<file path="config.mk">
export PLATFORM = sky130hd
export DESIGN_NAME = mm4_cell
export DESIGN_NICKNAME = d
export VERILOG_FILES = /design/src/rtl/core/mm4_pkg.sv /design/src/rtl/core/mm4_cell.sv
export SDC_FILE = /design/constraint.sdc
export NUM_CORES = 2
export LEC_CHECK = 0
export ABC_AREA = 1
export BUFFER_PORTS_ARGS = -buffer_cell sky130_fd_sc_hd__buf_2
export CAP_MARGIN = 20
export CORE_MARGIN = 8
export CORE_UTILIZATION = 59
export DETAILED_ROUTE_END_ITERATION = 7
export GPL_ROUTABILITY_DRIVEN = 0
export PLACE_DENSITY = 0.85
export SYNTH_ARGS = -nofsm -noshare
export SYNTH_HDL_FRONTEND = slang
export SYNTH_SLANG_ARGS = --single-unit
</file>
<file path="constraint.sdc">
create_clock -name clock -period 12.8 [get_ports clock]
set_input_delay 1.92 -clock clock [delete_from_list [all_inputs] [get_ports clock]]
set_output_delay 1.92 -clock clock [all_outputs]
set_load 0.05 [all_outputs]
</file>
<file path="src/rtl/core/mm4_pkg.sv">
// ----------------------------------------------------------------------------
// mm4_pkg: shared types and constants of the 4x4 matrix multiply unit
// Element widths, accumulator sizing, item structs and the control states.
// ----------------------------------------------------------------------------
`default_nettype none

package mm4_pkg;

   localparam int ELEMENT_WIDTH = 32;
   // working width never exceeds the 32-bit port
   localparam int WORK_WIDTH    = (ELEMENT_WIDTH < 32) ? ELEMENT_WIDTH : 32;
   localparam int PROD_WIDTH    = 2 * WORK_WIDTH;
   // four products summed need two guard bits
   localparam int ACC_WIDTH     = PROD_WIDTH + 2;
   localparam int DIM           = 4;
   localparam int IDX_WIDTH     = 2;
   localparam int CNT_WIDTH     = 4;
   localparam int FRAC_WIDTH    = 5;
   localparam logic [FRAC_WIDTH-1:0] FRAC_RESET = FRAC_WIDTH'(16);

   localparam logic SEL_LEFT  = 1'b0;
   localparam logic SEL_RIGHT = 1'b1;

   typedef struct packed {
      logic                    matrix_select;
      logic [IDX_WIDTH-1:0]    row_index;
      logic [IDX_WIDTH-1:0]    col_index;
      logic signed [31:0]      element_value;
      logic                    go;
   } req_type;

   typedef struct packed {
      logic [IDX_WIDTH-1:0]    out_row;
      logic [IDX_WIDTH-1:0]    out_col;
      logic signed [31:0]      product_value;
      logic                    saturated;
      logic                    last;
   } rsp_type;

   // element write broadcast to every cell
   typedef struct packed {
      logic                         en;
      logic                         sel;
      logic [IDX_WIDTH-1:0]         row;
      logic [IDX_WIDTH-1:0]         col;
      logic signed [WORK_WIDTH-1:0] value;
   } wr_type;

   // partial sum travelling down the cell chain
   typedef struct packed {
      logic                        valid;
      logic [IDX_WIDTH-1:0]        row;
      logic [IDX_WIDTH-1:0]        col;
      logic                        last;
      logic signed [ACC_WIDTH-1:0] sum;
   } token_type;

   typedef enum logic [1:0] {
      ST_IDLE,
      ST_ISSUE,
      ST_DRAIN
   } state_type;

endpackage

`default_nettype wire

</file>
<file path="src/rtl/core/mm4_cell.sv">
// ----------------------------------------------------------------------------
// mm4_cell: one multiply-accumulate cell of the product chain
// Holds column k of the left matrix and row k of the right matrix, multiplies
// the pair selected by the passing item and adds it to the partial sum.
// ----------------------------------------------------------------------------
`default_nettype none

module mm4_cell (
   input  wire logic                            clock,
   input  wire logic                            reset,
   input  wire logic [mm4_pkg::IDX_WIDTH-1:0]   cell_id,
   input  wire mm4_pkg::wr_type                 wr,
   input  wire mm4_pkg::token_type              tok_in,
   output mm4_pkg::token_type                   tok_out
);

   logic signed [mm4_pkg::WORK_WIDTH-1:0] a_ff [mm4_pkg::DIM];
   logic signed [mm4_pkg::WORK_WIDTH-1:0] a_in [mm4_pkg::DIM];
   logic signed [mm4_pkg::WORK_WIDTH-1:0] b_ff [mm4_pkg::DIM];
   logic signed [mm4_pkg::WORK_WIDTH-1:0] b_in [mm4_pkg::DIM];
   logic signed [mm4_pkg::PROD_WIDTH-1:0] prod_ff;
   logic signed [mm4_pkg::PROD_WIDTH-1:0] prod_in;
   mm4_pkg::token_type                    mid_ff;
   mm4_pkg::token_type                    out_ff;
   mm4_pkg::token_type                    out_in;

   always_comb begin
      for (int i = 0; i < mm4_pkg::DIM; i++) begin
         a_in[i] = a_ff[i];
         b_in[i] = b_ff[i];
      end
      if (wr.en && wr.sel == mm4_pkg::SEL_LEFT && wr.col == cell_id) begin
         a_in[wr.row] = wr.value;
      end
      if (wr.en && wr.sel == mm4_pkg::SEL_RIGHT && wr.row == cell_id) begin
         b_in[wr.col] = wr.value;
      end
   end

   assign prod_in = mm4_pkg::PROD_WIDTH'($signed(a_ff[tok_in.row]))
                  * mm4_pkg::PROD_WIDTH'($signed(b_ff[tok_in.col]));

   always_comb begin
      out_in     = mid_ff;
      out_in.sum = $signed(mid_ff.sum) + mm4_pkg::ACC_WIDTH'($signed(prod_ff));
   end

   always_ff @(posedge clock) begin
      if (reset) begin
         for (int i = 0; i < mm4_pkg::DIM; i++) begin
            a_ff[i] <= '0;
            b_ff[i] <= '0;
         end
         mid_ff <= '0;
         out_ff <= '0;
      end else begin
         for (int i = 0; i < mm4_pkg::DIM; i++) begin
            a_ff[i] <= a_in[i];
            b_ff[i] <= b_in[i];
         end
         mid_ff <= tok_in;
         out_ff <= out_in;
      end
   end

   always_ff @(posedge clock) begin
      prod_ff <= prod_in;
   end

   assign tok_out = out_ff;

endmodule

`default_nettype wire

</file>
; ---- Word level (Yosys, flattened, before mapping)
; Memories as Yosys holds them, arrays and structs flattened.
; Cells that the tools add are included.
[word_totals]
reg_bits = 208
ramBits = 256
output_inout_bits = 72
word_cells = 57
mem_count = 2
[memory_table]
columns = name, words, width, read_ports, rd_clocked_by_memory_dff, write_ports, line_no
row1 = a_ff, 4, 32, 5, 0, 4, mm4_cell.sv:17  ; logic signed [mm4_pkg::WORK_WIDTH-1:0] a_ff [mm4_pkg::DIM];
row2 = b_ff, 4, 32, 5, 0, 4, mm4_cell.sv:19  ; logic signed [mm4_pkg::WORK_WIDTH-1:0] b_ff [mm4_pkg::DIM];
[classes]
addsub = 1
n_mul = 1
n_lt_le_gt_ge = 4
n_eq_ne = 2
muxes = 19
bitwise_logic = 11
reduce_logical = 6
[ops]
columns = op, count
row1 = $mux 32, 10
row2 = $bwmux 128, 2
row3 = $mux 128, 2
row4 = $demux 32 s2, 2
row5 = $add 66x64->66, 1
row6 = $mul 32x32->64, 1
row7 = $or 1x1->1, 8
row8 = $ge 3x3->1 const B, 2
row9 = $logic_and 1x1->1, 6
row10 = $lt 3x1->1 const B, 2
row11 = $not 2->3, 2
row12 = $eq 2x2->1, 2
row13 = $mux 1, 3
row14 = $not 1->1, 1

; ---- Longest topological paths before layout
[logic_depth]
word_depth = 8
depth_mapped = 38
mapped_depth_nobuf = 35

; ---- Worst setup path after synthesis
; Ideal clock, no wire load.
[synth_path]
path_kind = input port to flip-flop
from = in tok_in[69] (netlist name)
to = reg prod_ff[63] (netlist name)
setup_ns = 0.112
arrival_time_ns = 9.354
t_required_ns = 12.688
setup_slack_ns = 3.334
cell_stages = 31
n_path_buf = 3
cell_sequence = buf_2 > buf_6 > nand2_1 > a32oi_2 > inv_2 > clkbuf_1 > nor2_1 > inv_1 > fa_1 > fa_1 > fa_1 > inv_1 > fa_1 > inv_1 > fa_1 > inv_1 > fa_1 > inv_1 > fa_1 > inv_1 > fa_1 > ha_1 > nand2_1 > nor2_1 > inv_1 > nor2_1 > inv_1 > nor4_1 > a21oi_1 > nand2_1 > nand2_1
[synth_between]
elab_chain_cells = 2
[synth_rtl]
columns = element, line_no
row1 = start: declaration, mm4_cell.sv:13  ; input wire mm4_pkg::token_type tok_in,
row2 = $mem_v2 4x32, --
row3 = $mul 32x32->64, mm4_cell.sv:41  ; * mm4_pkg::PROD_WIDTH'($signed(b_ff[tok_in.col]));
row4 = via prod_in (one bit), mm4_cell.sv:22  ; logic signed [mm4_pkg::PROD_WIDTH-1:0] prod_in;
row5 = end signal: assignment, mm4_cell.sv:67  ; prod_ff <= prod_in;
row6 = end: declaration, mm4_cell.sv:21  ; logic signed [mm4_pkg::PROD_WIDTH-1:0] prod_ff;
; The timed path passes the listed nets, and every way through them passes these cells.
; A chain may end at the register's enable or synchronous reset.

; ---- Final worst setup path
[layout_path]
from = in tok_in[67] (netlist name)
to = reg prod_ff[49] (netlist name)
[layout_between]
elab_chain_cells = 2
[layout_rtl]
columns = element, line_no
row1 = $mem_v2 4x32, --
row2 = $mul 32x32->64, mm4_cell.sv:41
row3 = via prod_in (one bit), mm4_cell.sv:22
; The timed path passes the listed nets, and every way through them passes these cells.

==> results.ini <==
[sta]
setup_viol=0
hold_viol=0
tightest_slew_ps=1292
max_freq_mhz=91.58
period_minus_slack_ps=10920
timing.hold.ws_ps=401.6
post-route-period-util=0.8531
setup_tns_ps=0
maxSlewViolCount=0
finClkSkew_ps=66.14
slew_headroom=0.1378
rsz0062_at_grt=no

[synth]
ys_types=38
yosys-top-cells-count=inv_1, nand2_1, fa_1, nor2_1, a21oi_1
ys.flop_type=dfxtp_1
synth_xor_area_frac=0.008257
synth_compound_area_frac=0.09064
ys_warn_count=0
ys_top_cells_by_area=fa_1, dfxtp_1, inv_1
yosys.area_share.simple=0.1861
synth_top_family_by_area=adder cells
yosysTopAreaCell=fa_1
synth_area_um2=58340
synth-adder-area-share=0.4250
synth-async-reset-ratio=0
muxShareOfSynthArea=0
synthesis.instances=7463
synth_edf_count=0
synth_seq_cells=464
yosysMostFrequentCell=inv_1
post_synth.cell_area_avg_um2=7.817
synth_top_area_share=0.3716
synth_seq_area_share=0.1592
synth_fp_nets=8909

[critical_path]
cp.required_ps=13330
start_kind=input port
end_kind=flip-flop
worstSetupPathType=in -> reg
cpPeakStageDelay_ps=820
cp_slowest_cell=fa_1
crit_fanout=34
worst_r2r_endpoint=prod_ff[49]$_DFF_P_
rr_startpoint=b_ff[1][9]$_SDFFE_PP0P_
crit_path_end=prod_ff[49]$_DFF_P_
r2r_cells=25
r2r_slack_ps=3490
cp.arrival_ps=11450
worst_path_most_repeated_cell=fa_1
startpoint=tok_in[67]

[layout]
synthToLayoutAreaGrowth_pct=6.179
drive_gt1_frac=0.06009
nFillCells=7875
nets=8949
stdcell_count=8835

[pwr]
power_density_nw_per_um2=267.4
p_leak_nw=29.47
max-vdd-ir-drop_mv=0.4241

[die]
pin_count=186
die-area_um2=109200
core_um2=98130
die_w_um=330.5
fp.dieH_um=330.5
rows=115
floorplan.initialDensity=0.5945

[global_route]
grt_pass1_wl_um=298500
antenna_found_initial=16
grt_usage=0.3541
grt_start_max_net_pins=119
grt_pass1_vias=54436
gr-total-overflow=0

[route]
drt_iter0_drc=6784
drc=26
drt-total-wl_um=192400
viasPerCell=5.944
vias=52513
wl_per_cell_um=21.77
drtAntennaViolNets=0
drtPass1Iterations=8

[clocking]
clk_latency_ps=690
cts_resized=0
ctsHoldBuffers=0
cts.sinks=464
cts_root_buffer=clkbuf_16
cts_buffers=50
cts_max_level=2
cts_tree=yes
cts_setup_buffers=0
cts_max_path_buffers=3
cts.clk_slew.worst_paths_ps=60

[run_status]
status=complete, but fails checks
violations=DRC

[hold_path]
hold_path.class=reg -> reg

[run]
cap_violations=0

[placement]
placed_cells=8737
io_buffer_count=185
dp_hpwl_um=145800

-- critical path, delay by kind of cell --
kind	cells	cell delay (ps)
AOI/OAI and AO/OA	1	170
and+or+nand+nor	7	1330
adders and majority gates	9	5140
xor gates and xnor gates	1	410
buffers and inverters	11	2450
-- cell type report --
type | instances | area [um^2] | area share
clock inverter | 17 | 274.0 | 0.004424
sequential | 464 | 9289 | 0.1500
tap | 1287 | 1610 | 0.02600
antenna | 9 | 22.52 | 0.0003636
inverter | 1657 | 6222 | 0.1005
timing repair buffer | 275 | 1648 | 0.02660
multi-input combinational | 5055 | 41470 | 0.6694
clock buffer | 71 | 1410 | 0.02276
-- flip-flops by register name (all words and copies together) (netlist names) --
name,flops
a_ff,128
b_ff,128
mid_ff,72
tok_out,72
prod_ff,64
-- worst min path at each step --
stage,start,endpoint,slack [ps],cells after the start
6_report,mid_ff[69]$_SDFF_PP0_,tok_out[69]$_SDFF_PP0_,400,2
2_1_floorplan,mid_ff[66]$_SDFF_PP0_,tok_out[66]$_SDFF_PP0_,390,2
5_1_grt,mid_ff[69]$_SDFF_PP0_,tok_out[69]$_SDFF_PP0_,430,2
3_5_place_dp,mid_ff[69]$_SDFF_PP0_,tok_out[69]$_SDFF_PP0_,390,2
4_1_cts,mid_ff[69]$_SDFF_PP0_,tok_out[69]$_SDFF_PP0_,400,2
3_3_place_gp,mid_ff[66]$_SDFF_PP0_,tok_out[66]$_SDFF_PP0_,390,2
-- kinds of logic (layout without fill, tap and decap cells) --
logic type               after synthesis  after routing
other                                  0              9
AO/OA/AOI/OAI                        899            899
buffers and inverters               1944           2020
flip-flops                           464            464
adder cells (fa/ha/maj)             1332           1332
XOR/XNOR                              55             55
AND/OR/NAND/NOR                     2769           2769
-- metrics by stage --
stage / util / area, um^2 / power, mW / setup slack, ps
2_1_floorplan: - / 58340 / 10.66 / 3334
3_3_place_gp: 0.6133 / 60180 / 14.13 / 1859
3_5_place_dp: 0.6136 / 60210 / 14.47 / 1545
4_1_cts: 0.6307 / 61890 / 16.02 / 2206
5_1_grt: 0.6310 / 61930 / 17.79 / 1524
6_report: 0.6312 / 61940 / 16.56 / 1880
-- where the power goes --
part           switching (mW)  internal, mW
logic                    8.82          4.35
clock network           0.642         0.857
registers               0.115          1.78
-- cell usage in the layout (no fill, tap or decap), types with 4 or more instances in the layout --
cell / netlist / final
inv_2: 44 / 46
diode_2: 0 / 9
fa_1: 1083 / 1083
clkinv_2: 0 / 4
a32oi_2: 41 / 46
nand2_1: 1439 / 1439
clkinv_1: 7 / 7
clkbuf_1: 126 / 13
ha_1: 249 / 249
o21bai_1: 34 / 34
o21a_1: 16 / 16
nand3b_1: 5 / 5
nor3_1: 24 / 24
a21oi_1: 531 / 531
clkbuf_16: 0 / 50
inv_1: 1606 / 1603
xor2_1: 43 / 43
nor2_1: 1014 / 1011
a31oi_1: 7 / 7
nand3_1: 244 / 244
buf_4: 16 / 88
o21ai_0: 235 / 235
dfxtp_1: 464 / 464
buf_2: 126 / 184
bufinv_16: 0 / 4
clkbuf_8: 0 / 8
xnor2_1: 12 / 12
nor4_1: 6 / 6
nand4_1: 30 / 30
a32oi_1: 18 / 13
-- routing by layer --
metal,vias up,global-route usage,part of all wire
li1,22330,-,-
met1,24615,0.4056,0.33
met2,4263,0.5259,0.41
met3,1293,0.1574,0.16
met4,12,0.2543,0.094
met5,-,0.008145,0.00099
No activity file was read; power rests on OpenSTA's default activity.
