### src/rtl/core/mm4_pkg.sv
// ----------------------------------------------------------------------------
// mm4_pkg: shared types and constants of the 4x4 matrix multiply unit
// Element widths, accumulator sizing, item structs and the control states.
// ----------------------------------------------------------------------------
`default_nettype none

package mm4_pkg;

   localparam int ELEMENT_WIDTH = 32;
   // working width never exceeds the 32-bit port
   localparam int WORK_WIDTH    = (ELEMENT_WIDTH < 32) ? ELEMENT_WIDTH : 32;
   localparam int PROD_WIDTH    = 2 * WORK_WIDTH;
   // four products summed need two guard bits
   localparam int ACC_WIDTH     = PROD_WIDTH + 2;
   localparam int DIM           = 4;
   localparam int IDX_WIDTH     = 2;
   localparam int CNT_WIDTH     = 4;
   localparam int FRAC_WIDTH    = 5;
   localparam logic [FRAC_WIDTH-1:0] FRAC_RESET = FRAC_WIDTH'(16);

   localparam logic SEL_LEFT  = 1'b0;
   localparam logic SEL_RIGHT = 1'b1;

   typedef struct packed {
      logic                    matrix_select;
      logic [IDX_WIDTH-1:0]    row_index;
      logic [IDX_WIDTH-1:0]    col_index;
      logic signed [31:0]      element_value;
      logic                    go;
   } req_type;

   typedef struct packed {
      logic [IDX_WIDTH-1:0]    out_row;
      logic [IDX_WIDTH-1:0]    out_col;
      logic signed [31:0]      product_value;
      logic                    saturated;
      logic                    last;
   } rsp_type;

   // element write broadcast to every cell
   typedef struct packed {
      logic                         en;
      logic                         sel;
      logic [IDX_WIDTH-1:0]         row;
      logic [IDX_WIDTH-1:0]         col;
      logic signed [WORK_WIDTH-1:0] value;
   } wr_type;

   // partial sum travelling down the cell chain
   typedef struct packed {
      logic                        valid;
      logic [IDX_WIDTH-1:0]        row;
      logic [IDX_WIDTH-1:0]        col;
      logic                        last;
      logic signed [ACC_WIDTH-1:0] sum;
   } token_type;

   typedef enum logic [1:0] {
      ST_IDLE,
      ST_ISSUE,
      ST_DRAIN
   } state_type;

endpackage

`default_nettype wire

### src/rtl/core/mm4_ctrl.sv
// ----------------------------------------------------------------------------
// mm4_ctrl: product sequencer
// Walks the sixteen product positions into the cell chain after a go item and
// holds busy until the last result has left the unit.
// ----------------------------------------------------------------------------
`default_nettype none

module mm4_ctrl (
   input  wire logic                clock,
   input  wire logic                reset,
   input  wire logic                launch,
   input  wire logic                done,
   output logic                     busy,
   output mm4_pkg::token_type       tok_out
);

   mm4_pkg::state_type                state_ff;
   mm4_pkg::state_type                state_in;
   logic [mm4_pkg::CNT_WIDTH-1:0]     cnt_ff;
   logic [mm4_pkg::CNT_WIDTH-1:0]     cnt_in;
   logic                              cnt_end;

   assign cnt_end = (cnt_ff == {mm4_pkg::CNT_WIDTH{1'b1}});

   always_ff @(posedge clock) begin
      if (reset) begin
         state_ff <= mm4_pkg::ST_IDLE;
         cnt_ff   <= '0;
      end else begin
         state_ff <= state_in;
         cnt_ff   <= cnt_in;
      end
   end

   always_comb begin
      state_in      = state_ff;
      cnt_in        = cnt_ff;
      busy          = 1'b1;
      tok_out       = '0;
      tok_out.row   = cnt_ff[mm4_pkg::CNT_WIDTH-1 -: mm4_pkg::IDX_WIDTH];
      tok_out.col   = cnt_ff[mm4_pkg::IDX_WIDTH-1:0];
      tok_out.last  = cnt_end;
      case (state_ff)
         mm4_pkg::ST_IDLE: begin
            busy   = 1'b0;
            cnt_in = '0;
            if (launch) begin
               state_in = mm4_pkg::ST_ISSUE;
            end
         end
         mm4_pkg::ST_ISSUE: begin
            tok_out.valid = 1'b1;
            cnt_in        = cnt_ff + 1'b1;
            if (cnt_end) begin
               state_in = mm4_pkg::ST_DRAIN;
            end
         end
         mm4_pkg::ST_DRAIN: begin
            // hold until the final result is out
            if (done) begin
               state_in = mm4_pkg::ST_IDLE;
            end
         end
         default: begin
            state_in = mm4_pkg::ST_IDLE;
         end
      endcase
   end

endmodule

`default_nettype wire

### config.mk
export PLATFORM = sky130hd
export DESIGN_NAME = mm4_ctrl
export DESIGN_NICKNAME = d
export VERILOG_FILES = /design/src/rtl/core/mm4_pkg.sv /design/src/rtl/core/mm4_ctrl.sv
export SDC_FILE = /design/constraint.sdc
export NUM_CORES = 1
export LEC_CHECK = 0
export ABC_AREA = 1
export CAP_MARGIN = 40
export CELL_PAD_IN_SITES_DETAIL_PLACEMENT = 1
export CELL_PAD_IN_SITES_GLOBAL_PLACEMENT = 1
export CORE_ASPECT_RATIO = 0.8
export CORE_UTILIZATION = 35
export CTS_CLUSTER_SIZE = 10
export DETAILED_ROUTE_END_ITERATION = 6
export DONT_BUFFER_PORTS = 1
export PLACE_DENSITY = 0.85
export SLEW_MARGIN = 15
export SYNTH_ARGS = -nofsm -noshare
export SYNTH_HDL_FRONTEND = slang
export SYNTH_SLANG_ARGS = --single-unit
### constraint.sdc
create_clock -name clock -period 1 [get_ports clock]
set_input_delay 0.2 -clock clock [delete_from_list [all_inputs] [get_ports clock]]
set_output_delay 0.2 -clock clock [all_outputs]
set_load 0.05 [all_outputs]
* After elaboration in Yosys (flattened, before gate mapping)
Cells that the tools add are included.
** Word-level totals
- Register bits after elaboration :: 6
- Input port bits :: 4
** Cells by class
- Add/subtract/negate cells :: 1
- Eq/ne operators :: 6
- Muxes and demuxes :: 7
- Reductions and logical operators :: 3
** Operators with widths (count)
- $pmux W4 S2 :: 1
- $mux W2 :: 3
- $ne A2 B2 Y1 const B :: 3
- $pmux W2 S3 :: 1
- $add A4 B1 Y4 const B :: 1
- $eq A4 B4 Y1 const B :: 1
- $reduce_and A3 Y1 :: 1
- $eq A2 B1 Y1 const B :: 1
- $eq A2 B2 Y1 const B :: 1
- $logic_not A2 Y1 :: 1
- $mux W1 :: 2
- $reduce_bool A2 Y1 :: 1

* Longest topological paths before layout
Gate-level depths: netlist of run 1.
- Word-level depth :: 3
- Mapped depth :: 5
- Depth with buffers taken out :: 5

* Worst setup path before layout of run 1
No wires, ideal clock.
- Path type :: flip-flop to output port
- From :: register cnt_ff[1] (netlist bit)
- To :: output port tok_out[66] (netlist bit)
- Arrival :: 1.281 ns
- Setup slack :: -0.481 ns
- Stages on the path, launching flop included :: 5
- Cells stage by stage :: dfxtp_1 > ha_1 > nand3_1 > inv_1 > buf_4
** On the way
- Longest elaborated chain between the ends :: 1
** Ends and longest elaborated chain
- from (decl) :: RTL line mm4_ctrl.sv:19 : logic [mm4_pkg::CNT_WIDTH-1:0] cnt_ff;
- from (signal assigned) :: RTL line mm4_ctrl.sv:31 : cnt_ff <= cnt_in;
- $eq A4 B4 Y1 :: RTL line mm4_ctrl.sv:23 : assign cnt_end = (cnt_ff == {mm4_pkg::CNT_WIDTH{1'b1}});
- to (decl) :: RTL line mm4_ctrl.sv:14 : output mm4_pkg::token_type tok_out
Every way passes these cells.

* Worst setup path after layout of run 1
- From :: register state_ff[1]
- To :: output port busy
** On the way
- Longest elaborated chain between the ends :: 2
** Ends and longest elaborated chain
- from (decl) :: RTL line mm4_ctrl.sv:17 : mm4_pkg::state_type state_ff;
- from (signal assigned) :: RTL line mm4_ctrl.sv:27 : state_ff <= mm4_pkg::ST_IDLE;
- from (signal assigned) :: RTL line mm4_ctrl.sv:30 : state_ff <= state_in;
- $logic_not A2 Y1 :: RTL line mm4_ctrl.sv:43 : case (state_ff)
- $mux W1 :: RTL line mm4_ctrl.sv:43
- to (decl) :: RTL line mm4_ctrl.sv:13 : output logic busy,
Every way passes these cells.

==> metrics.yaml, run 1 <==
outcome:
  status: "finished with violations"
  violations: "setup timing"
clock_tree:
  cts_buffer_depth: 2
  cts.clk_slew.worst_paths_ns: 0.05
  root_buffer: "clkbuf_4"
  cts-buffers-inserted: 3
  cts_max_level: 1
  cts_tree: "yes"
  cts_sinks: 6
  clk_latency_ns: 0.25
power:
  vdd_drop_max_v: 0.000871
  pwr-share-clk: 0.186
  seq_power_share: 0.205
  power_leakage_nw: 0.477
  p_switching_w: 0.000787
  p_per_area_nw_per_um2: 1400
  intPower_w: 0.000475
  p_sw_frac: 0.623
  combPwrFrac: 0.609
critical_path:
  worstPathCellList: "nor2_4, clkinvlp_4"
  cp_top_family: "flip-flops"
  path_buf_inv: 1
  critPathCaptureType: "primary output"
  cpMaxStageDelayCell: "dfxtp_4"
  worstPathRequired_ns: 0.80
  cpPeakStageDelay_ns: 0.36
  crit_arrival_ns: 0.99
  r2r_slack_ns: -0.04
  r2r-end: "cnt_ff[2]"
  crit_fanout: 3
  rr_startpoint: "cnt_ff[1]"
  critical_path_class: "flip-flop to primary output"
  r2r_cells: 5
  crit_path_start_kind: "flip-flop"
sta:
  rsz0062_at_grt: "yes"
  finalMaxSlewViolations: 0
  setup_slack_ns: -0.187
  hold_viol_final: 0
  fin_skew_ns: 0.00386
  max_clock_freq_mhz: 842
  min_period_ns: 1.19
  setup_viol: 10
  setup_tns_ns: -0.757
  min_period_over_period: 1.19
placement:
  place_hpwl_um: 943
  placedInstanceArea_um2: 658
  io_buffers: 0
  gp_congestion: 0.864
floorplanning:
  die_w_um: 55.6
  die_h_um: 44.9
  coreArea_um2: 2160
  rows: 15
  die_area_um2: 2500
  ioPinCount: 77
  initial_core_util: 0.373
job:
  drv_cap: 0
detailed_routing:
  drt-total-wl_mm: 1.57
  num_vias: 517
  drt.antenna.violating_nets: 0
  drt_drc_violations_left: 0
  drtIter0Drc: 14
  avgRoutedWirePerCell_um: 10.3
  viasPerCell: 3.40
  first_pass_iters: 2
hold_path:
  min_from: "reset"
  min_to: "state_ff[0]"
  hp-class: "primary input to flip-flop"
  whs_path_depth: 1
final_layout:
  layout_common_cells: "conb_1 (66), buf_4 (8), nand2_1 (7)"
  n_fill_cell: 268
  diodes: 0
  syn_to_final_growth_pct: 12.3
  final_core_util: 0.419
  final_nets: 134
  drive_gt1_frac: 0.370
  final_common_cell: "conb_1"
  fin_area_um2: 903
synth:
  synth-seq-cells: 6
  synthDistinctLibCells: 17
  syn_area_um2: 805
  muxShareOfSynthArea: 0
  synth_top_family_by_area: "buffers and inverters"
  synthAdderAreaFrac: 0.0156
  synth_compound_area_frac: 0.0295
  synthXorXnorAreaFrac: 0.0109
  syn_area_per_cell_um2: 7.38
  yosysSeqAreaShare: 0.149
  yosysWarningCount: 0
  synth-simple-area-share: 0.123
  syn_inst: 109
global_route:
  grt_max_degree: 6
  antenna_found_initial: 0
  grtUsageTotal: 0.115
  grt.overflow.total: 0
  grt_pass1_vias: 424
  grt_pass1_wl_mm: 2.06
## cells by family (layout without fill, tap and decap cells)
logic type,Yosys count,after routing
AO/OA/AOI/OAI,4,4
XOR/XNOR,1,1
adder cells (fa/ha/maj),1,1
buffers and inverters,75,28
flip-flops,6,6
other,1,66
AND/OR/NAND/NOR,21,21
## worst max-delay path by stage
| stage | startpoint | end | slack, ns | cells past startpoint |
|---|---|---|---|---|
| 4_1_cts | state_ff[1] | busy | -0.21 | 2 |
| 6_report | state_ff[1] | busy | -0.19 | 2 |
| 2_1_floorplan | cnt_ff[1] | tok_out[66] | -0.1 | 4 |
| 3_3_place_gp | state_ff[1] | cnt_ff[3] | 0.02 | 5 |
| 3_5_place_dp | state_ff[1] | cnt_ff[2] | -0.04 | 5 |
| 5_1_grt | state_ff[1] | busy | -0.23 | 2 |
## worst register-to-register path, cell delays in order (launching register included)
cell and delay [ns]:
dfxtp_4 0.36, ha_4 0.17, buf_6 0.12, nand2_4 0.07, xor2_4 0.17, nor2_4 0.05
## state kept, by name, indices dropped and copies added, names as in the netlist
signal / cells
cnt_ff: 4
state_ff: 2
## power groups by stage
stage	combinational, W	sequential, W	clock (W)
after detailed placement	0.000688	0.000271	0
after global routing	0.000796	0.000260	0.000257
final	0.000769	0.000259	0.000234
after floorplan	0.000835	0.000289	0
after global placement	0.000682	0.000270	0
after CTS	0.000748	0.000259	0.000249
## synth_stat cells (all sizes together)
cell type	count	share of area
a21oi	4	0.030
buf	68	0.63
clkinv	1	0.0047
conb	1	0.0047
dfxtp	6	0.15
ha	1	0.016
inv	6	0.028
nand2	9	0.042
nand3	3	0.019
nand4	1	0.0078
nor2	7	0.048
nor3	1	0.0062
xor2	1	0.011
## through the flow
| step | total power, W | setup WS [ns] | hold slack [ns] | instances |
|---|---|---|---|---|
| final | 0.00126 | -0.187 | 0.0183 | 152 |
| after global routing | 0.00131 | -0.227 | 0.00851 | 152 |
| after CTS | 0.00126 | -0.208 | 0.00503 | 150 |
| after detailed placement | 0.000960 | -0.0376 | 0.276 | 138 |
| after global placement | 0.000952 | 0.0165 | 0.263 | 138 |
| after floorplan | 0.00112 | -0.0989 | 0.259 | 174 |
## layout make-up
class                   instances  area [um^2]  share of cell area
well taps                      25         31.3              0.0346
clock buffers                   3         22.5              0.0249
flip-flops and latches          6          140               0.155
multi-input cells              93          483               0.535
repair buffers                 18          186               0.206
inverters                       7         40.0              0.0443
## repair_timing
item	4_1_cts	5_1_grt
hold buffers	1	0
gates resized for setup	26	13
buffers inserted	8	3
hold endpoints to repair	1	0
pin swaps	7	7
endpoints found under the setup margin	11	13
## layer usage
layer,vias up,wire length (um),part of all wire,track usage
li1,234,-,-,-
met1,236,440,0.28,0.0990
met2,45,911,0.58,0.234
met3,2,202,0.13,0.0430
met4,0,16,0.010,0.0700
met5,-,0,0,0
Power figures use the tool's default switching activity.
==> inputs of run 2 (changes only) <==
==> constraint.sdc (replaced) <==
create_clock -name clock -period 1 [get_ports clock]
set_input_delay 0.1 -clock clock [delete_from_list [all_inputs] [get_ports clock]]
set_output_delay 0.1 -clock clock [all_outputs]
set_load 0.05 [all_outputs]
==> metrics.yaml, run 2 (same netlist as run 1, synthesis figures left out) <==
clock_tree:
  cts-buffers-inserted: 3
  cts_buffer_depth: 2
  cts_max_level: 1
  cts_sinks: 6
  cts_tree: "yes"
  cts.clk_slew.worst_paths_ns: 0.06
  clk_latency_ns: 0.26
  root_buffer: "clkbuf_4"
final_layout:
  drive_gt1_frac: 0.299
  reg.largest.list: "cnt_ff x4, state_ff x2"
  layout_common_cells: "conb_1 (66), buf_4 (10), nand2_1 (8)"
  largest_reg_flops: 4
  final_common_cell: "conb_1"
  regMostFlops: "cnt_ff"
  fin_area_um2: 827
  final_nets: 133
  diodes: 0
  syn_to_final_growth_pct: 2.80
placement:
  placedInstanceArea_um2: 654
  io_buffers: 0
  gp_congestion: 0.775
  pre_cts_ws_ns: 0.0553
  place_hpwl_um: 954
critical_path:
  worstPathRequired_ns: 0.90
  critPathCaptureType: "primary output"
  critical_path_class: "flip-flop to primary output"
  crit_arrival_ns: 0.97
  crit_fanout: 2
  crit_path_start_kind: "flip-flop"
power:
  power_leakage_nw: 0.448
  intPower_w: 0.000501
  pwr-share-clk: 0.202
  p_per_area_nw_per_um2: 1560
  seq_power_share: 0.206
  combPwrFrac: 0.592
  p_switching_w: 0.000788
  p_sw_frac: 0.612
  vdd_drop_max_v: 0.000583
floorplanning:
  ioPinCount: 77
  die_w_um: 55.6
  rows: 15
  coreArea_um2: 2160
  initial_core_util: 0.373
  die_area_um2: 2500
  die_h_um: 44.9
detailed_routing:
  first_pass_iters: 2
  drt_drc_violations_left: 0
  viasPerCell: 3.36
  drt-total-wl_mm: 1.30
  drt.antenna.violating_nets: 0
  num_vias: 510
  drtIter0Drc: 1
  avgRoutedWirePerCell_um: 8.54
global_route:
  grt_max_degree: 7
  antenna_found_initial: 0
  grt.overflow.total: 0
  grt_pass1_vias: 377
  grtUsageTotal: 0.0963
  grt_pass1_wl_mm: 1.70
sta:
  setup_viol: 4
  max_clock_freq_mhz: 935
  setup_slack_ns: -0.0700
  fin_skew_ns: 0.00784
  min_period_over_period: 1.07
  hold_viol_final: 0
  min_period_ns: 1.07
  rsz0062_at_grt: "yes"
  finalMaxSlewViolations: 0
outcome:
  violations: "setup timing"
  status: "finished with violations"
hold_path:
  hp-class: "primary input to flip-flop"
job:
  drv_cap: 0
## run 2: repair_timing
item	CTS	global route
setup endpoints to repair	3	8
hold buffers	2	0
buffers inserted	5	4
pin swaps	3	3
resized for setup	16	3
hold endpoints to repair	5	0
## run 2: layout make-up
type | instances | area [um^2]
clock buffer | 4 | 26.3
inverter | 7 | 33.8
timing repair buffer | 17 | 160
tap | 25 | 31.3
fill | 300 | 1330
sequential | 6 | 135
multi-input combinational | 93 | 440
## run 2: path summary, 6_finish.rpt
check,startpoint,end,slack (ns),cells past startpoint
worst max-delay path,cnt_ff[1],tok_out[66],-0.07,3
worst min-delay path,launch,state_ff[1],0.04,3
worst max register to register,cnt_ff[0],cnt_ff[2],-0.03,5
worst min register to register,cnt_ff[3],cnt_ff[3],0.55,2
## run 2: worst max-delay path: stages (launching register included)
cell	delay [ns]
dfxtp_4	0.36
ha_4	0.14
nand3_4	0.10
inv_8	0.11
## run 2: power groups by stage
stage	Clock (W)	Sequential [W]	Combinational (W)
2_1_floorplan	0	0.000287	0.000829
3_3_place_gp	0	0.000269	0.000685
3_5_place_dp	0	0.000270	0.000689
4_1_cts	0.000271	0.000266	0.000741
5_1_grt	0.000294	0.000267	0.000792
6_report	0.000261	0.000265	0.000763
## run 2: stage by stage
step                hold WS [ns]   util  std cells  TNS (ns)  total power, W
global route              0.0415  0.383        152    -0.435         0.00135
floorplan                  0.159      -        174         0         0.00112
finish                    0.0426  0.383        152    -0.134         0.00129
detailed placement         0.170  0.303        137         0        0.000958
global placement           0.162  0.303        137         0        0.000955
CTS                       0.0345  0.363        148    -0.202         0.00128
## run 2: metal layers
layer	up-vias	share of wire	GRT usage
li1	233	-	-
met1	232	0.36	0.101
met2	43	0.51	0.164
met3	2	0.12	0.0430
met4	0	0.0054	0.0600
met5	-	0	0
