File: config.mk
export PLATFORM = sky130hd
export DESIGN_NAME = mm4_post
export DESIGN_NICKNAME = d
export VERILOG_FILES = /design/src/rtl/core/mm4_pkg.sv /design/src/rtl/core/mm4_post.sv
export SDC_FILE = /design/constraint.sdc
export NUM_CORES = 1
export LEC_CHECK = 0
export BUFFER_PORTS_ARGS = -buffer_cell sky130_fd_sc_hd__buf_2
export CORE_MARGIN = 2
export CORE_UTILIZATION = 61
export DETAILED_ROUTE_END_ITERATION = 6
export PLACE_DENSITY = 0.92
export SETUP_SLACK_MARGIN = 0.4
export SLEW_MARGIN = 10
export SYNTH_ARGS = -nofsm -noshare
export SYNTH_HDL_FRONTEND = slang
export SYNTH_SLANG_ARGS = --single-unit
export TNS_END_PERCENT = 50
File: constraint.sdc
create_clock -name clock -period 5.1 [get_ports clock]
set_clock_uncertainty 0.1 [all_clocks]
set_input_delay 0.255 -clock clock [delete_from_list [all_inputs] [get_ports clock]]
set_output_delay 0.255 -clock clock [all_outputs]
set_load 0.03 [all_outputs]
File: src/rtl/core/mm4_pkg.sv
// ----------------------------------------------------------------------------
// mm4_pkg: shared types and constants of the 4x4 matrix multiply unit
// Element widths, accumulator sizing, item structs and the control states.
// ----------------------------------------------------------------------------
`default_nettype none

package mm4_pkg;

   localparam int ELEMENT_WIDTH = 32;
   // working width never exceeds the 32-bit port
   localparam int WORK_WIDTH    = (ELEMENT_WIDTH < 32) ? ELEMENT_WIDTH : 32;
   localparam int PROD_WIDTH    = 2 * WORK_WIDTH;
   // four products summed need two guard bits
   localparam int ACC_WIDTH     = PROD_WIDTH + 2;
   localparam int DIM           = 4;
   localparam int IDX_WIDTH     = 2;
   localparam int CNT_WIDTH     = 4;
   localparam int FRAC_WIDTH    = 5;
   localparam logic [FRAC_WIDTH-1:0] FRAC_RESET = FRAC_WIDTH'(16);

   localparam logic SEL_LEFT  = 1'b0;
   localparam logic SEL_RIGHT = 1'b1;

   typedef struct packed {
      logic                    matrix_select;
      logic [IDX_WIDTH-1:0]    row_index;
      logic [IDX_WIDTH-1:0]    col_index;
      logic signed [31:0]      element_value;
      logic                    go;
   } req_type;

   typedef struct packed {
      logic [IDX_WIDTH-1:0]    out_row;
      logic [IDX_WIDTH-1:0]    out_col;
      logic signed [31:0]      product_value;
      logic                    saturated;
      logic                    last;
   } rsp_type;

   // element write broadcast to every cell
   typedef struct packed {
      logic                         en;
      logic                         sel;
      logic [IDX_WIDTH-1:0]         row;
      logic [IDX_WIDTH-1:0]         col;
      logic signed [WORK_WIDTH-1:0] value;
   } wr_type;

   // partial sum travelling down the cell chain
   typedef struct packed {
      logic                        valid;
      logic [IDX_WIDTH-1:0]        row;
      logic [IDX_WIDTH-1:0]        col;
      logic                        last;
      logic signed [ACC_WIDTH-1:0] sum;
   } token_type;

   typedef enum logic [1:0] {
      ST_IDLE,
      ST_ISSUE,
      ST_DRAIN
   } state_type;

endpackage

`default_nettype wire

File: src/rtl/core/mm4_post.sv
// ----------------------------------------------------------------------------
// mm4_post: result scaling
// Shifts the full-precision sum right by the fraction bits, then saturates it
// to the element range and drives the result strobe.
// ----------------------------------------------------------------------------
`default_nettype none

module mm4_post (
   input  wire logic                              clock,
   input  wire logic                              reset,
   input  wire logic [mm4_pkg::FRAC_WIDTH-1:0]    frac,
   input  wire mm4_pkg::token_type                tok_in,
   output logic                                   rsp_valid,
   output mm4_pkg::rsp_type                       rsp_item
);

   localparam int W = mm4_pkg::WORK_WIDTH;
   localparam int A = mm4_pkg::ACC_WIDTH;

   mm4_pkg::token_type              shf_ff;
   mm4_pkg::token_type              shf_in;
   logic                            valid_ff;
   mm4_pkg::rsp_type                rsp_ff;
   mm4_pkg::rsp_type                rsp_in;
   logic signed [A-1:0]             sum;
   logic [A-W:0]                    upper;
   logic                            fits;
   logic signed [W-1:0]             clipped;

   always_comb begin
      shf_in     = tok_in;
      shf_in.sum = $signed(tok_in.sum) >>> frac;
   end

   assign sum   = $signed(shf_ff.sum);
   assign upper = sum[A-1:W-1];
   assign fits  = (&upper) || !(|upper);

   always_comb begin
      if (fits) begin
         clipped = sum[W-1:0];
      end else if (sum[A-1]) begin
         clipped = {1'b1, {(W-1){1'b0}}};
      end else begin
         clipped = {1'b0, {(W-1){1'b1}}};
      end
      rsp_in.out_row       = shf_ff.row;
      rsp_in.out_col       = shf_ff.col;
      rsp_in.product_value = 32'($signed(clipped));
      rsp_in.saturated     = !fits;
      rsp_in.last          = shf_ff.last;
   end

   always_ff @(posedge clock) begin
      if (reset) begin
         shf_ff   <= '0;
         valid_ff <= 1'b0;
      end else begin
         shf_ff   <= shf_in;
         valid_ff <= shf_ff.valid;
      end
   end

   always_ff @(posedge clock) begin
      rsp_ff <= rsp_in;
   end

   assign rsp_valid = valid_ff;
   assign rsp_item  = rsp_ff;

endmodule

`default_nettype wire

Word-level counts from Yosys, hierarchy flattened. Index checks and enable logic that the tools add are counted.

Flip-flop bits (word level): 111. Bits of input ports: 79. Output and inout port bits: 39. Word-level logic and storage cells: 19.

Shift-type cells: 1. Multiplexer cells: 2. Reductions and logical operators: 5.

Operators by type and width (count): $sshr A66 B5 Y66 (1); $mux W32 (2); $reduce_and A35 Y1 (1); $reduce_or A35 Y1 (1); $logic_not A1 Y1 (2); $logic_or A1 B1 Y1 (1).

Longest topological paths before layout. Gate-level depths: netlist of run 1.

Word-level depth: 4. Gate-level depth with buffers: 9. Depth with buffers taken out: 5.

Worst setup path after synthesis of run 1. No wires, ideal clock.

Kind: input to register. From: input port frac[1] in the netlist's numbering. To: register shf_ff, in the netlist sum[7]. Setup time: 0.133 ns. Data arrival time: 1.610 ns. Required time: 4.867 ns. Setup slack: 3.257 ns. Stages on the path: 8. Cells stage by stage: buf_6 buf_12 buf_12 mux2_4 mux2_4 a22oi_2 o221a_2 o22ai_1.

Word-level cells in the longest chain between the ends: 1.

RTL lines: from (decl) (line mm4_post.sv:11) `input wire logic [mm4_pkg::FRAC_WIDTH-1:0] frac,`; $sshr A66 B5 Y66 (line mm4_post.sv:32) `shf_in.sum = $signed(tok_in.sum) >>> frac;`; to (signal assigned) (line mm4_post.sv:59) `shf_ff <= shf_in;`; to (decl) (line mm4_post.sv:20) `mm4_pkg::token_type shf_ff;`.

Every way passes these cells. A chain may end at the register's enable or synchronous reset.

Final worst setup path of run 1.
From: input port frac[3] in the netlist's numbering. To: register shf_ff, in the netlist sum[35].

Same word-level chain as after synthesis.

==> results of run 1 <==
## area by class of cell
class | instances | area, um^2
Timing Repair Buffer | 126 | 669.4
Clock buffer | 9 | 123.9
Inverter | 5 | 18.77
Sequential cell | 111 | 2222
Clock inverter | 7 | 81.33
Fill cell | 838 | 3385
Multi-Input combinational cell | 534 | 4165
Tap cell | 140 | 175.2
## cells by family (layout without fill, tap and decap cells)
group                  after synthesis  after routing
multiplexers                       147            147
flip-flops                         111            111
AO/OA/AOI/OAI                      217            217
buffers and inverters               73            147
AND/OR/NAND/NOR                    170            170
## power groups by stage
| stage | clock network [mW] | registers [mW] | logic [mW] |
|---|---|---|---|
| 5_1_grt | 0.565 | 0.973 | 0.632 |
| 2_1_floorplan | 0 | 1.01 | 0.388 |
| 4_1_cts | 0.532 | 0.967 | 0.577 |
| 3_5_place_dp | 0 | 0.987 | 0.571 |
| 6_report | 0.526 | 0.967 | 0.596 |
| 3_3_place_gp | 0 | 0.984 | 0.563 |
## sequential cells by signal, summed over array words and instances (netlist names)
name / count
rsp_item: 38
rsp_in: 5
shf_ff: 1
sum: 66
rsp_valid: 1
## critical path, delay by kind of cell
family | cells | cell delay, ns
AOI/OAI and AO/OA | 2 | 0.30
buffers and inverters | 2 | 1.27
muxes | 1 | 0.38
and+or+nand+nor | 1 | 0.46
## cells in the final DEF, fill, tap and decap left out, drive strengths merged, types with 4 or more instances in the layout
cell type / instances
a211oi: 13
a21o: 33
a21oi: 21
a221o: 5
a221oi: 4
buf: 122
clkbuf: 9
dfxtp: 111
dlygate4sd3: 4
inv: 6
mux2: 51
mux2i: 70
mux4: 26
nand2: 56
nand2b: 9
nand3: 4
nand4: 10
nor2: 53
nor2b: 10
nor3: 10
nor4: 9
o211ai: 4
o21ai: 41
o22ai: 71
o32ai: 4
or2: 5
## layer usage
| layer | routed length, um | up-vias | part of all wire [%] |
|---|---|---|---|
| met4 | 544 | 0 | 2.8 |
| li1 | - | 2860 | - |
| met1 | 8237 | 2917 | 42 |
| met3 | 2088 | 50 | 11 |
| met2 | 8521 | 450 | 44 |
| met5 | 0 | - | 0 |
## worst paths after layout
path | from | cells after the start | slack [ns] | to
max reg2reg | sum[43]$_SDFF_PP0_ | 5 | 2.88 | rsp_item[27]$_DFF_P_
max | frac[3] | 6 | 2.54 | sum[35]$_SDFF_PP0_
min reg2reg | rsp_in[37]$_SDFF_PP0_ | 0 | 0.23 | rsp_item[37]$_DFF_P_
min | tok_in[70] | 2 | 0.02 | rsp_in[37]$_SDFF_PP0_
## repair_timing
item	4_1_cts	5_1_grt
hold buffers	4	0
endpoints found under the hold margin	4	0
setup endpoints to repair	0	0
## per-stage QoR
step	util (%)	hold WS, ns
after floorplan	-	0.2096
after global placement	66.41	0.2121
after detailed placement	66.41	0.2128
after CTS	68.68	0.01067
after global routing	68.78	0.03298
final	68.78	0.02321
==> summary.txt, run 1 <==
Run status
  • Status: finished, final reports clean

Yosys
  • Top-count cell post-synth: dfxtp_1
  • Post-synth top area share: 32.78%
  • Post-synth ARST share: 0%
  • Complex-gate fraction of the synthesized area: 21.71%
  • Main combinational cell family by area after synthesis: multiplexers
  • Synth Register Bits: between 100 and 150
  • Synth Area in Adders: 0%
  • Synth Area in Simple Gates: roughly 11%
  • Warnings from Yosys: 0
  • Sequential share of the synthesized area: 32.78%
  • Syn avg cell area: between 9 and 10 um^2
  • Post-synthesis xor/xnor area fraction: 0%
  • Cell variety after synth: 59
  • Top post-synthesis cells by area: dfxtp_1 33%, mux2i_1 9.9%, mux2_2 8.0%, mux4_2 7.6%, o22ai_1 6.6%
  • Post-Syn Area: about 6800 um^2
  • Synthesized Nets: between 700 and 800
  • Cells after Synth: 718
  • Ys flop type: dfxtp_1
  • Commonest cells in the netlist: 111 x dfxtp_1, 71 x o22ai_1, 67 x mux2i_1
  • EDFF count, synth: 0
  • Cell taking the most area after synthesis: dfxtp_1
  • Post-synthesis mux area share: 28.07%

Place
  • Post-placement cell count: 911
  • Final Wtd Congestion: 0.9703
  • Port-buffer cells: approximately 120
  • Placed Area: 7199 um^2
  • Dpl ws: ~2.2 ns
  • DP HPWL: 14.42 mm

STA
  • RSZ-0062 raised after global routing: no
  • Endpoints failing setup: 0
  • Max Slew Vio Count: 0
  • Min Tclk post-route: 2.561 ns
  • Worst Tran Pin Value: 1.139 ns
  • Fin crit share: 50.21%
  • Final hold violations: 0
  • Slew margin rel.: between 20% and 30%
  • Max Clk Rate: 390.5 MHz
  • Final WS setup: approximately 2.5 ns
  • Sum Neg Setup Slack: 0 ns

Pwr
  • Net Sw Frac: 32.71%
  • Combinational fraction of design power: 28.5%
  • Clock network power share: 25.2%
  • Internal power: 1.405 mW
  • Total power: approximately 2.1 mW
  • Pwr/cell area: 280.1 nW/um^2
  • Static Leakage: 3.115 nW
  • Worst vdd ir: roughly 240 uV
  • Switch Pwr: slightly below 700 uW
  • Sequential power share: 46.3%

Critical path
  • Crit path arrival time: 2.69 ns
  • Startpoint types: primary input
  • Critical Path, Cell by Cell: buf_2 -> inv_2 -> nor2_1 -> a211oi_2 -> mux2i_1 -> o22ai_1
  • Crit path kind: primary input to flip-flop
  • Setup crit end kind: flip-flop
  • Worst path slowest cell: buf_2
  • Worst-path fanout max: 56
  • Required time worst endpoint: 5.23 ns
  • CP max stage delay: a little over 0.8 ns

Global route
  • GRT overflow: 0
  • Met2 usage: 47.88%
  • Layer with the highest usage: met2
  • Largest net degree at the start of global routing: 87
  • Met1 usage: 47.38%
  • Tot GR Track Use: 32.18%
  • Met3 usage: 5.335%
  • Initial antenna violation count: 0
  • Vias in the first global route: 5497
  • First-pass GRT wire length: 29.22 mm

Clocking
  • CTS max path bufs: 2
  • Worst skew pair latency: 0.38 ns
  • Root Driver: clkbuf_8
  • H-tree depth: 3
  • Clk sinks: 111
  • # resized after CTS: 0
  • CTS buffer count: 9
  • Reg clk slew, reported paths: 0.10 ns
  • CTS tree: built
  • Post-CTS Setup Bufs: 0

Cells and area
  • Antenna cells: 0
  • Share of layout cells above drive strength 1: about 29%
  • Design area: 7456 um^2
  • Layout net count: 866
  • Layout Cells excl Fill: 932
  • Synth-to-Final Area Change: 9.985%

Floorplan
  • Die Area: approximately 12000 um^2
  • Starting Density: 62.53%
  • Core area: 10840 um^2
  • Io pins: roughly 120
  • Die width: 109.4 um
  • Die H: 109.4 um
  • # rows: 38

Detailed routing
  • Initial DRC count: 698
  • Detailed-route DRC error count: 0
  • Via density per instance: slightly below 7
  • Routed length per instance: 20.81 um
  • Drt first pass iters: 5
  • WL final: 19.39 mm
  • Via count: 6277
  • DRT antenna net count: 0

Worst hold path
  • Hold Crit Class: primary input to flip-flop

Job
  • Maximum Capacitance Violations: 0
(Power assumes the default switching activity.)
==> run 2: changes to the inputs <==
ABC_AREA = 1   (was unset)
CORE_UTILIZATION = 57   (was 61)
PLACE_DENSITY = 0.87   (was 0.92)
clock period = 2.4 ns   (was 5.1 ns; I/O delays follow)
==> summary.txt, run 2 <==
Run status
  • Status: complete, but fails checks (was finished, final reports clean)
  • Failing checks: design-rule violations

Yosys
  • Post-synth ARST share: 0% (unchanged)
  • Commonest cells in the netlist: 422 x nand3_1, 332 x nand2_1, 111 x dfxtp_1 (was 111 x dfxtp_1, 71 x o22ai_1, 67 x mux2i_1)
  • Warnings from Yosys: 0 (unchanged)
  • Cell variety after synth: 19 (was 59)
  • Synthesized Nets: 1162 (was 797)
  • Synth Register Bits: 111 (unchanged)
  • Top post-synthesis cells by area: dfxtp_1 34%, nand3_1 32%, nand2_1 19%, a21oi_1 4.5%, buf_2 2.5% (was dfxtp_1 33%, mux2i_1 9.9%, mux2_2 8.0%, mux4_2 7.6%, o22ai_1 6.6%)
  • Post-synth top area share: 33.61% (was 32.78%)
  • Top-count cell post-synth: nand3_1 (was dfxtp_1)
  • Cell taking the most area after synthesis: dfxtp_1 (unchanged)
  • Syn avg cell area: 6.105 um^2 (was 9.442 um^2)
  • Ys flop type: dfxtp_1 (unchanged)
  • Post-Syn Area: 6611 um^2 (was 6779 um^2)
  • Cells after Synth: 1083 (was 718)
  • EDFF count, synth: 0 (unchanged)
  • Sequential share of the synthesized area: 33.61% (was 32.78%)

Cells and area
  • Commonest non-fill, non-tap cell in the layout: nand3_1 (was buf_2)
  • Layout Cells excl Fill: 1298 (was 932)
  • Layout net count: 1229 (was 866)
  • Antenna cells: 0 (unchanged)
  • Synth-to-Final Area Change: 13.42% (was 9.985%)
  • Share of layout cells above drive strength 1: 13.25% (was 29.17%)
  • Fillers: 1066 (was 838)
  • Max reg flops: 66 (unchanged)
  • Commonest non-fill, non-tap cells in the layout: 422 x nand3_1, 332 x nand2_1, 117 x buf_2 (was 116 x buf_2, 111 x dfxtp_1, 71 x o22ai_1)

Floorplan
  • Core area: 11370 um^2 (was 10840 um^2)
  • Io pins: 118 (unchanged)
  • Die width: 111.7 um (was 109.4 um)
  • Starting Density: 58.15% (was 62.53%)
  • # rows: 39 (was 38)
  • Die Area: 12480 um^2 (was 11970 um^2)
  • Die H: 111.7 um (was 109.4 um)

Clocking
  • CTS buffer count: 9 (unchanged)
  • H-tree depth: 3 (unchanged)
  • Reg clk slew, reported paths: 0.08 ns (was 0.10 ns)
  • Worst skew pair latency: 0.35 ns (was 0.38 ns)
  • Post-CTS Setup Bufs: 0 (unchanged)
  • # resized after CTS: 0 (unchanged)
  • CTS max path bufs: 2 (unchanged)
  • Root Driver: clkbuf_16 (was clkbuf_8)
  • Hold Buf Count CTS: 7 (was 4)
  • Clk sinks: 111 (unchanged)
  • CTS tree: built (unchanged)

Critical path
  • Critical path origin: frac[4] (was frac[3])
  • R2R cell count: 5 (unchanged)
  • R2r setup slk: 0.79 ns (was 2.88 ns)
  • RR Endpoint: rsp_item[8]$_DFF_P_ (was rsp_item[27]$_DFF_P_)
  • Setup crit end kind: flip-flop (unchanged)
  • CP max stage delay: 0.55 ns (was 0.82 ns)
  • Worst-path fanout max: 34 (was 56)
  • Worst path slowest cell: dlygate4sd3_1 (was buf_2)
  • Crit path kind: primary input to flip-flop (unchanged)
  • Required time worst endpoint: 2.58 ns (was 5.23 ns)
  • Startpoint types: primary input (unchanged)
  • Critical Path, Cell by Cell: dlygate4sd3_1 -> buf_2 -> inv_2 -> buf_4 -> nand3_1 -> a21oi_1 (was buf_2 -> inv_2 -> nor2_1 -> a211oi_2 -> mux2i_1 -> o22ai_1)
  • Crit path arrival time: 1.93 ns (was 2.69 ns)
  • Reg2Reg Launch Point: sum[40]$_SDFF_PP0_ (was sum[43]$_SDFF_PP0_)

Detailed routing
  • Via density per instance: 5.990 (was 6.735)
  • Drt first pass iters: 7 (was 5)
  • WL final: 19.92 mm (was 19.39 mm)
  • Via count: 7775 (was 6277)
  • Detailed-route DRC error count: 9 (was 0)
  • Routed length per instance: 15.34 um (was 20.81 um)
  • DRT antenna net count: 0 (unchanged)
  • Initial DRC count: 1253 (was 698)

Place
  • Dpl ws: 0.5308 ns (was 2.242 ns)
  • Port-buffer cells: 117 (unchanged)
  • DP HPWL: 14.43 mm (was 14.42 mm)
  • Post-placement cell count: 1275 (was 911)
  • Final Wtd Congestion: 0.9777 (was 0.9703)

Worst hold path
  • HP Start: tok_in[65] (was tok_in[70])
  • Hold depth: 3 (was 2)
  • WHS Endpoint: sum[65]$_SDFF_PP0_ (was rsp_in[37]$_SDFF_PP0_)
  • Hold Crit Class: primary input to flip-flop (unchanged)

STA
  • Worst Tran Pin Value: 0.6094 ns (was 1.139 ns)
  • Final hold violations: 0 (unchanged)
  • Final WS setup: 0.6556 ns (was 2.539 ns)
  • Min Tclk post-route: roughly 1.7 ns
  • Sum Neg Setup Slack: 0 ns (unchanged)
  • Max Clk Rate: between 500 and 600 MHz
  • RSZ-0062 raised after global routing: no (unchanged)
  • Endpoints failing setup: 0 (unchanged)
  • Fin Hold WS: 0.07362 ns (was 0.02321 ns)
  • Slew margin rel.: 59.32% (was 24.09%)
  • Max Slew Vio Count: 0 (unchanged)
  • Fin crit share: roughly 73%

Global route
  • Largest net degree at the start of global routing: 68 (was 87)
  • First-pass GRT wire length: 32.09 mm (was 29.22 mm)
  • Tot GR Track Use: 31.33% (was 32.18%)
  • Vias in the first global route: 6668 (was 5497)
  • Met2 usage: 46.02% (was 47.88%)
  • Layer with the highest usage: met1 (was met2)
  • Met3 usage: 6.424% (was 5.335%)
  • Met1 usage: 46.73% (was 47.38%)
  • GRT overflow: 0 (unchanged)
  • Initial antenna violation count: 0 (unchanged)

Pwr
  • Static Leakage: 3.524 nW (was 3.115 nW)
  • Pwr/cell area: 620.8 nW/um^2 (was 280.1 nW/um^2)
  • Worst vdd ir: 694.6 uV (was 235.5 uV)

Job
  • Maximum Capacitance Violations: 0 (unchanged)
## run 2: cell type report
type                    instances  area [um^2]  area share [%]
clock buffers                  11        252.7           3.371
clock inverters                 5        50.05          0.6674
inverters                      20        77.57           1.035
multi-input cells             867         3884           51.79
flip-flops and latches        111         2222           29.63
well taps                     143        178.9           2.386
repair buffers                141        833.3           11.11
## run 2: cell families (layout without fill, tap and decap cells)
| group | Yosys count | in the layout | synth area share, % |
|---|---|---|---|
| and+or+nand+nor | 805 | 805 | 54.05 |
| DFF | 111 | 111 | 33.61 |
| buffers and inverters | 105 | 177 | 7.646 |
| AOI/OAI and AO/OA | 62 | 62 | 4.693 |
## run 2: worst max-delay path, delay by kind of cell
kind                   cells  cell delay, ns
and+or+nand+nor            1            0.14
AOI/OAI and AO/OA          1            0.14
buffers and inverters      4            1.53
## run 2: power by group
group,leakage [nW],switching (mW),total [mW],internal (mW)
registers,0.924,0.0469,2.02,1.98
logic,2.46,0.793,1.17,0.376
clock network,0.146,0.685,1.46,0.779
total,3.52,1.52,4.66,3.13
## run 2: worst max-delay path by stage
stage                           end  slack, ns  cells past startpoint
2_1_floorplan  rsp_item[10]$_DFF_P_       1.10                      8
4_1_cts          sum[54]$_SDFF_PP0_       0.71                      6
3_3_place_gp     sum[15]$_SDFF_PP0_       0.57                      6
3_5_place_dp     sum[45]$_SDFF_PP0_       0.53                      8
6_report         sum[54]$_SDFF_PP0_       0.66                      6
5_1_grt          sum[53]$_SDFF_PP0_       0.57                      6
## run 2: layer usage
| layer | wire (um) | part of all wire (%) | up-vias |
|---|---|---|---|
| li1 | - | - | 3798 |
| met1 | 8738 | 44 | 3401 |
| met2 | 8253 | 41 | 528 |
| met3 | 2505 | 13 | 48 |
| met4 | 417 | 2.1 | 0 |
| met5 | 0 | 0 | - |
## run 2: per-stage QoR
step                      instance area [um^2]  utilization, %  power (mW)
after floorplan                           6611               -       2.869
after global placement                    7126           62.67       3.172
after detailed placement                  7126           62.67       3.182
after CTS                                 7498           65.95       4.627
after global routing                      7498           65.95       4.867
final                                     7498           65.95       4.655
==> run 3: changes to the inputs <==
clock period = 1.8 ns   (was 2.4 ns; I/O delays follow)
==> summary.txt, run 3 (same netlist as run 2, synthesis figures left out) <==
Run status
  • Status: finished, final reports clean (was complete, but fails checks)

Global route
  • First-pass GRT wire length: 33.69 mm (was 32.09 mm)
  • Vias in the first global route: 6826 (was 6668)
  • Initial antenna violation count: 0 (unchanged)
  • GRT overflow: 0 (unchanged)
  • Tot GR Track Use: 32.78% (was 31.33%)
  • Largest net degree at the start of global routing: 66 (was 68)

Critical path
  • Setup crit end kind: flip-flop (unchanged)
  • Startpoint types: flip-flop (was primary input)
  • Crit path arrival time: 1.66 ns (was 1.93 ns)
  • R2r setup slk: 0.33 ns (was 0.79 ns)
  • RR Endpoint: rsp_item[19]$_DFF_P_ (was rsp_item[8]$_DFF_P_)
  • R2R cell count: 9 (was 5)
  • Crit path kind: flip-flop to flip-flop (was primary input to flip-flop)
  • Required time worst endpoint: 1.99 ns (was 2.58 ns)
  • Worst-path fanout max: 32 (was 34)
  • Reg2Reg Launch Point: sum[50]$_SDFF_PP0_ (was sum[40]$_SDFF_PP0_)

Cells and area
  • Layout net count: 1235 (was 1229)
  • Final core occ: 67.11% (was 65.95%)
  • Commonest non-fill, non-tap cell in the layout: nand3_1 (unchanged)
  • Layout Cells excl Fill: 1304 (was 1298)
  • Antenna cells: 0 (unchanged)
  • Commonest non-fill, non-tap cells in the layout: 422 x nand3_1, 332 x nand2_1, 117 x buf_2 (unchanged)
  • Share of layout cells above drive strength 1: 13.70% (was 13.25%)
  • Max reg flops: 66 (unchanged)
  • Synth-to-Final Area Change: 15.41% (was 13.42%)

Clocking
  • Clk sinks: 111 (unchanged)
  • CTS tree: built (unchanged)
  • CTS buffer count: 9 (unchanged)
  • H-tree depth: 3 (unchanged)
  • Reg clk slew, reported paths: 0.07 ns (was 0.08 ns)
  • Root Driver: clkbuf_16 (unchanged)
  • Worst skew pair latency: 0.34 ns (was 0.35 ns)
  • CTS max path bufs: 2 (unchanged)

Worst hold path
  • Hold Crit Class: primary input to flip-flop (unchanged)
  • WHS Endpoint: rsp_valid$_SDFF_PP0_ (was sum[65]$_SDFF_PP0_)
  • Hold depth: 2 (was 3)
  • HP Start: reset (was tok_in[65])

Pwr
  • Clock network power share: 30.6% (was 31.4%)
  • Worst vdd ir: 1040 uV (was 694.6 uV)
  • Combinational fraction of design power: 25.8% (was 25.1%)
  • Sequential power share: 43.7% (was 43.4%)
  • Total power: 6.187 mW (was 4.655 mW)
  • Switch Pwr: 2.053 mW (was 1.524 mW)
  • Pwr/cell area: 810.9 nW/um^2 (was 620.8 nW/um^2)
  • Internal power: 4.134 mW (was 3.131 mW)
  • Static Leakage: 3.571 nW (was 3.524 nW)
  • Net Sw Frac: 33.18% (was 32.74%)

Floorplan
  • Die Area: 12480 um^2 (unchanged)
  • Die H: 111.7 um (unchanged)
  • Core area: 11370 um^2 (unchanged)
  • Io pins: 118 (unchanged)
  • Die width: 111.7 um (unchanged)
  • Starting Density: 58.15% (unchanged)
  • # rows: 39 (unchanged)

STA
  • Slew margin rel.: 68.59% (was 59.32%)
  • Worst Tran Pin Value: 0.4701 ns (was 0.6094 ns)
  • Sum Neg Setup Slack: 0 ns (unchanged)
  • Min Tclk post-route: 1.470 ns
  • Max Clk Rate: 680.1 MHz
  • Final hold violations: 0 (unchanged)
  • Max Slew Vio Count: 0 (unchanged)
  • Fin crit share: around four fifths
  • RSZ-0062 raised after global routing: yes (was no)
  • Final WS setup: 0.3297 ns (was 0.6556 ns)
  • Endpoints failing setup: 0 (unchanged)

Detailed routing
  • Via count: 7778 (was 7775)
  • Drt first pass iters: 6 (was 7)
  • Initial DRC count: 1151 (was 1253)
  • Detailed-route DRC error count: 0 (was 9)
  • WL final: 20.32 mm (was 19.92 mm)
  • Via density per instance: 5.965 (was 5.990)
  • DRT antenna net count: 0 (unchanged)
  • Routed length per instance: 15.58 um (was 15.34 um)

Place
  • Dpl ws: 0.2819 ns (was 0.5308 ns)
  • Port-buffer cells: 117 (unchanged)
  • DP HPWL: 14.99 mm (was 14.43 mm)
  • Post-placement cell count: 1281 (was 1275)
  • Final Wtd Congestion: 0.9605 (was 0.9777)

Job
  • Maximum Capacitance Violations: 0 (unchanged)
## run 3: cell types whose count changed in the layout (fill, tap and decap cells not counted)
cell,change
buf_12,+8
buf_4,-2
clkbuf_8,-2
clkinv_8,-1
clkinv_4,-1
clkinvlp_4,+3
inv_6,-2
inv_8,+3
## run 3: worst max path at each step
stage	startpoint	to	slack, ns	cells past startpoint
3_5_place_dp	frac[0]	sum[34]$_SDFF_PP0_	0.28	11
3_3_place_gp	frac[0]	sum[11]$_SDFF_PP0_	0.31	8
5_1_grt	sum[54]$_SDFF_PP0_	rsp_item[19]$_DFF_P_	0.18	9
6_report	sum[50]$_SDFF_PP0_	rsp_item[19]$_DFF_P_	0.33	9
4_1_cts	sum[54]$_SDFF_PP0_	rsp_item[19]$_DFF_P_	0.31	9
2_1_floorplan	sum[62]$_SDFF_PP0_	rsp_item[10]$_DFF_P_	0.50	8
## run 3: what timing repair did
| item | CTS | global route |
|---|---|---|
| pin swaps | 0 | 0 |
| endpoints found under the hold margin | 7 | 0 |
| setup endpoints to repair | 32 | 32 |
| buffers inserted | 0 | 0 |
| hold buffers | 7 | 0 |
| resized for setup | 0 | 0 |
## run 3: layer usage
metal  share of wire, %  wire length (um)  GRT usage [%]  vias to the layer above
li1                   -                 -              -                     3819
met1                 44              8970          48.54                     3458
met2                 43              8640          47.60                      474
met3                 12              2419          9.418                       27
met4                1.4               287          6.749                        0
met5                  0                 0              0                        -
## run 3: worst max-delay path: stages, from the launching register on
cell and delay [ns]:
dfxtp_1 0.32, nor2_1 0.10, nand2_1 0.06, nor2_1 0.09
and2_0 0.15, nand4_1 0.11, nand2_1 0.14, buf_12 0.18
nand2_1 0.09, nand2_1 0.07
## run 3: per-stage QoR
stage               hold WS, ns  area [um^2]
CTS                     0.04275         7630
global placement         0.1974         7271
finish                  0.04144         7630
floorplan               0.09697         6611
global route            0.06135         7630
detailed placement       0.2121         7271
## run 3: power groups by stage
| stage | combinational (mW) | clock [mW] | sequential [mW] |
|---|---|---|---|
| 4_1_cts | 1.56 | 1.91 | 2.70 |
| 3_5_place_dp | 1.54 | 0 | 2.76 |
| 5_1_grt | 1.77 | 2.03 | 2.72 |
| 2_1_floorplan | 0.995 | 0 | 2.83 |
| 3_3_place_gp | 1.53 | 0 | 2.75 |
| 6_report | 1.59 | 1.89 | 2.70 |
## run 3: final cells by class
| cell class | instances | area (um^2) |
|---|---|---|
| Sequential cell | 111 | 2222 |
| Tap cell | 143 | 178.9 |
| Multi-Input combinational cell | 867 | 3884 |
| Inverter | 20 | 77.57 |
| Fill cell | 1079 | 3740 |
| Timing Repair Buffer | 147 | 978.4 |
| Clock inverter | 7 | 63.81 |
| Clock buffer | 9 | 225.2 |
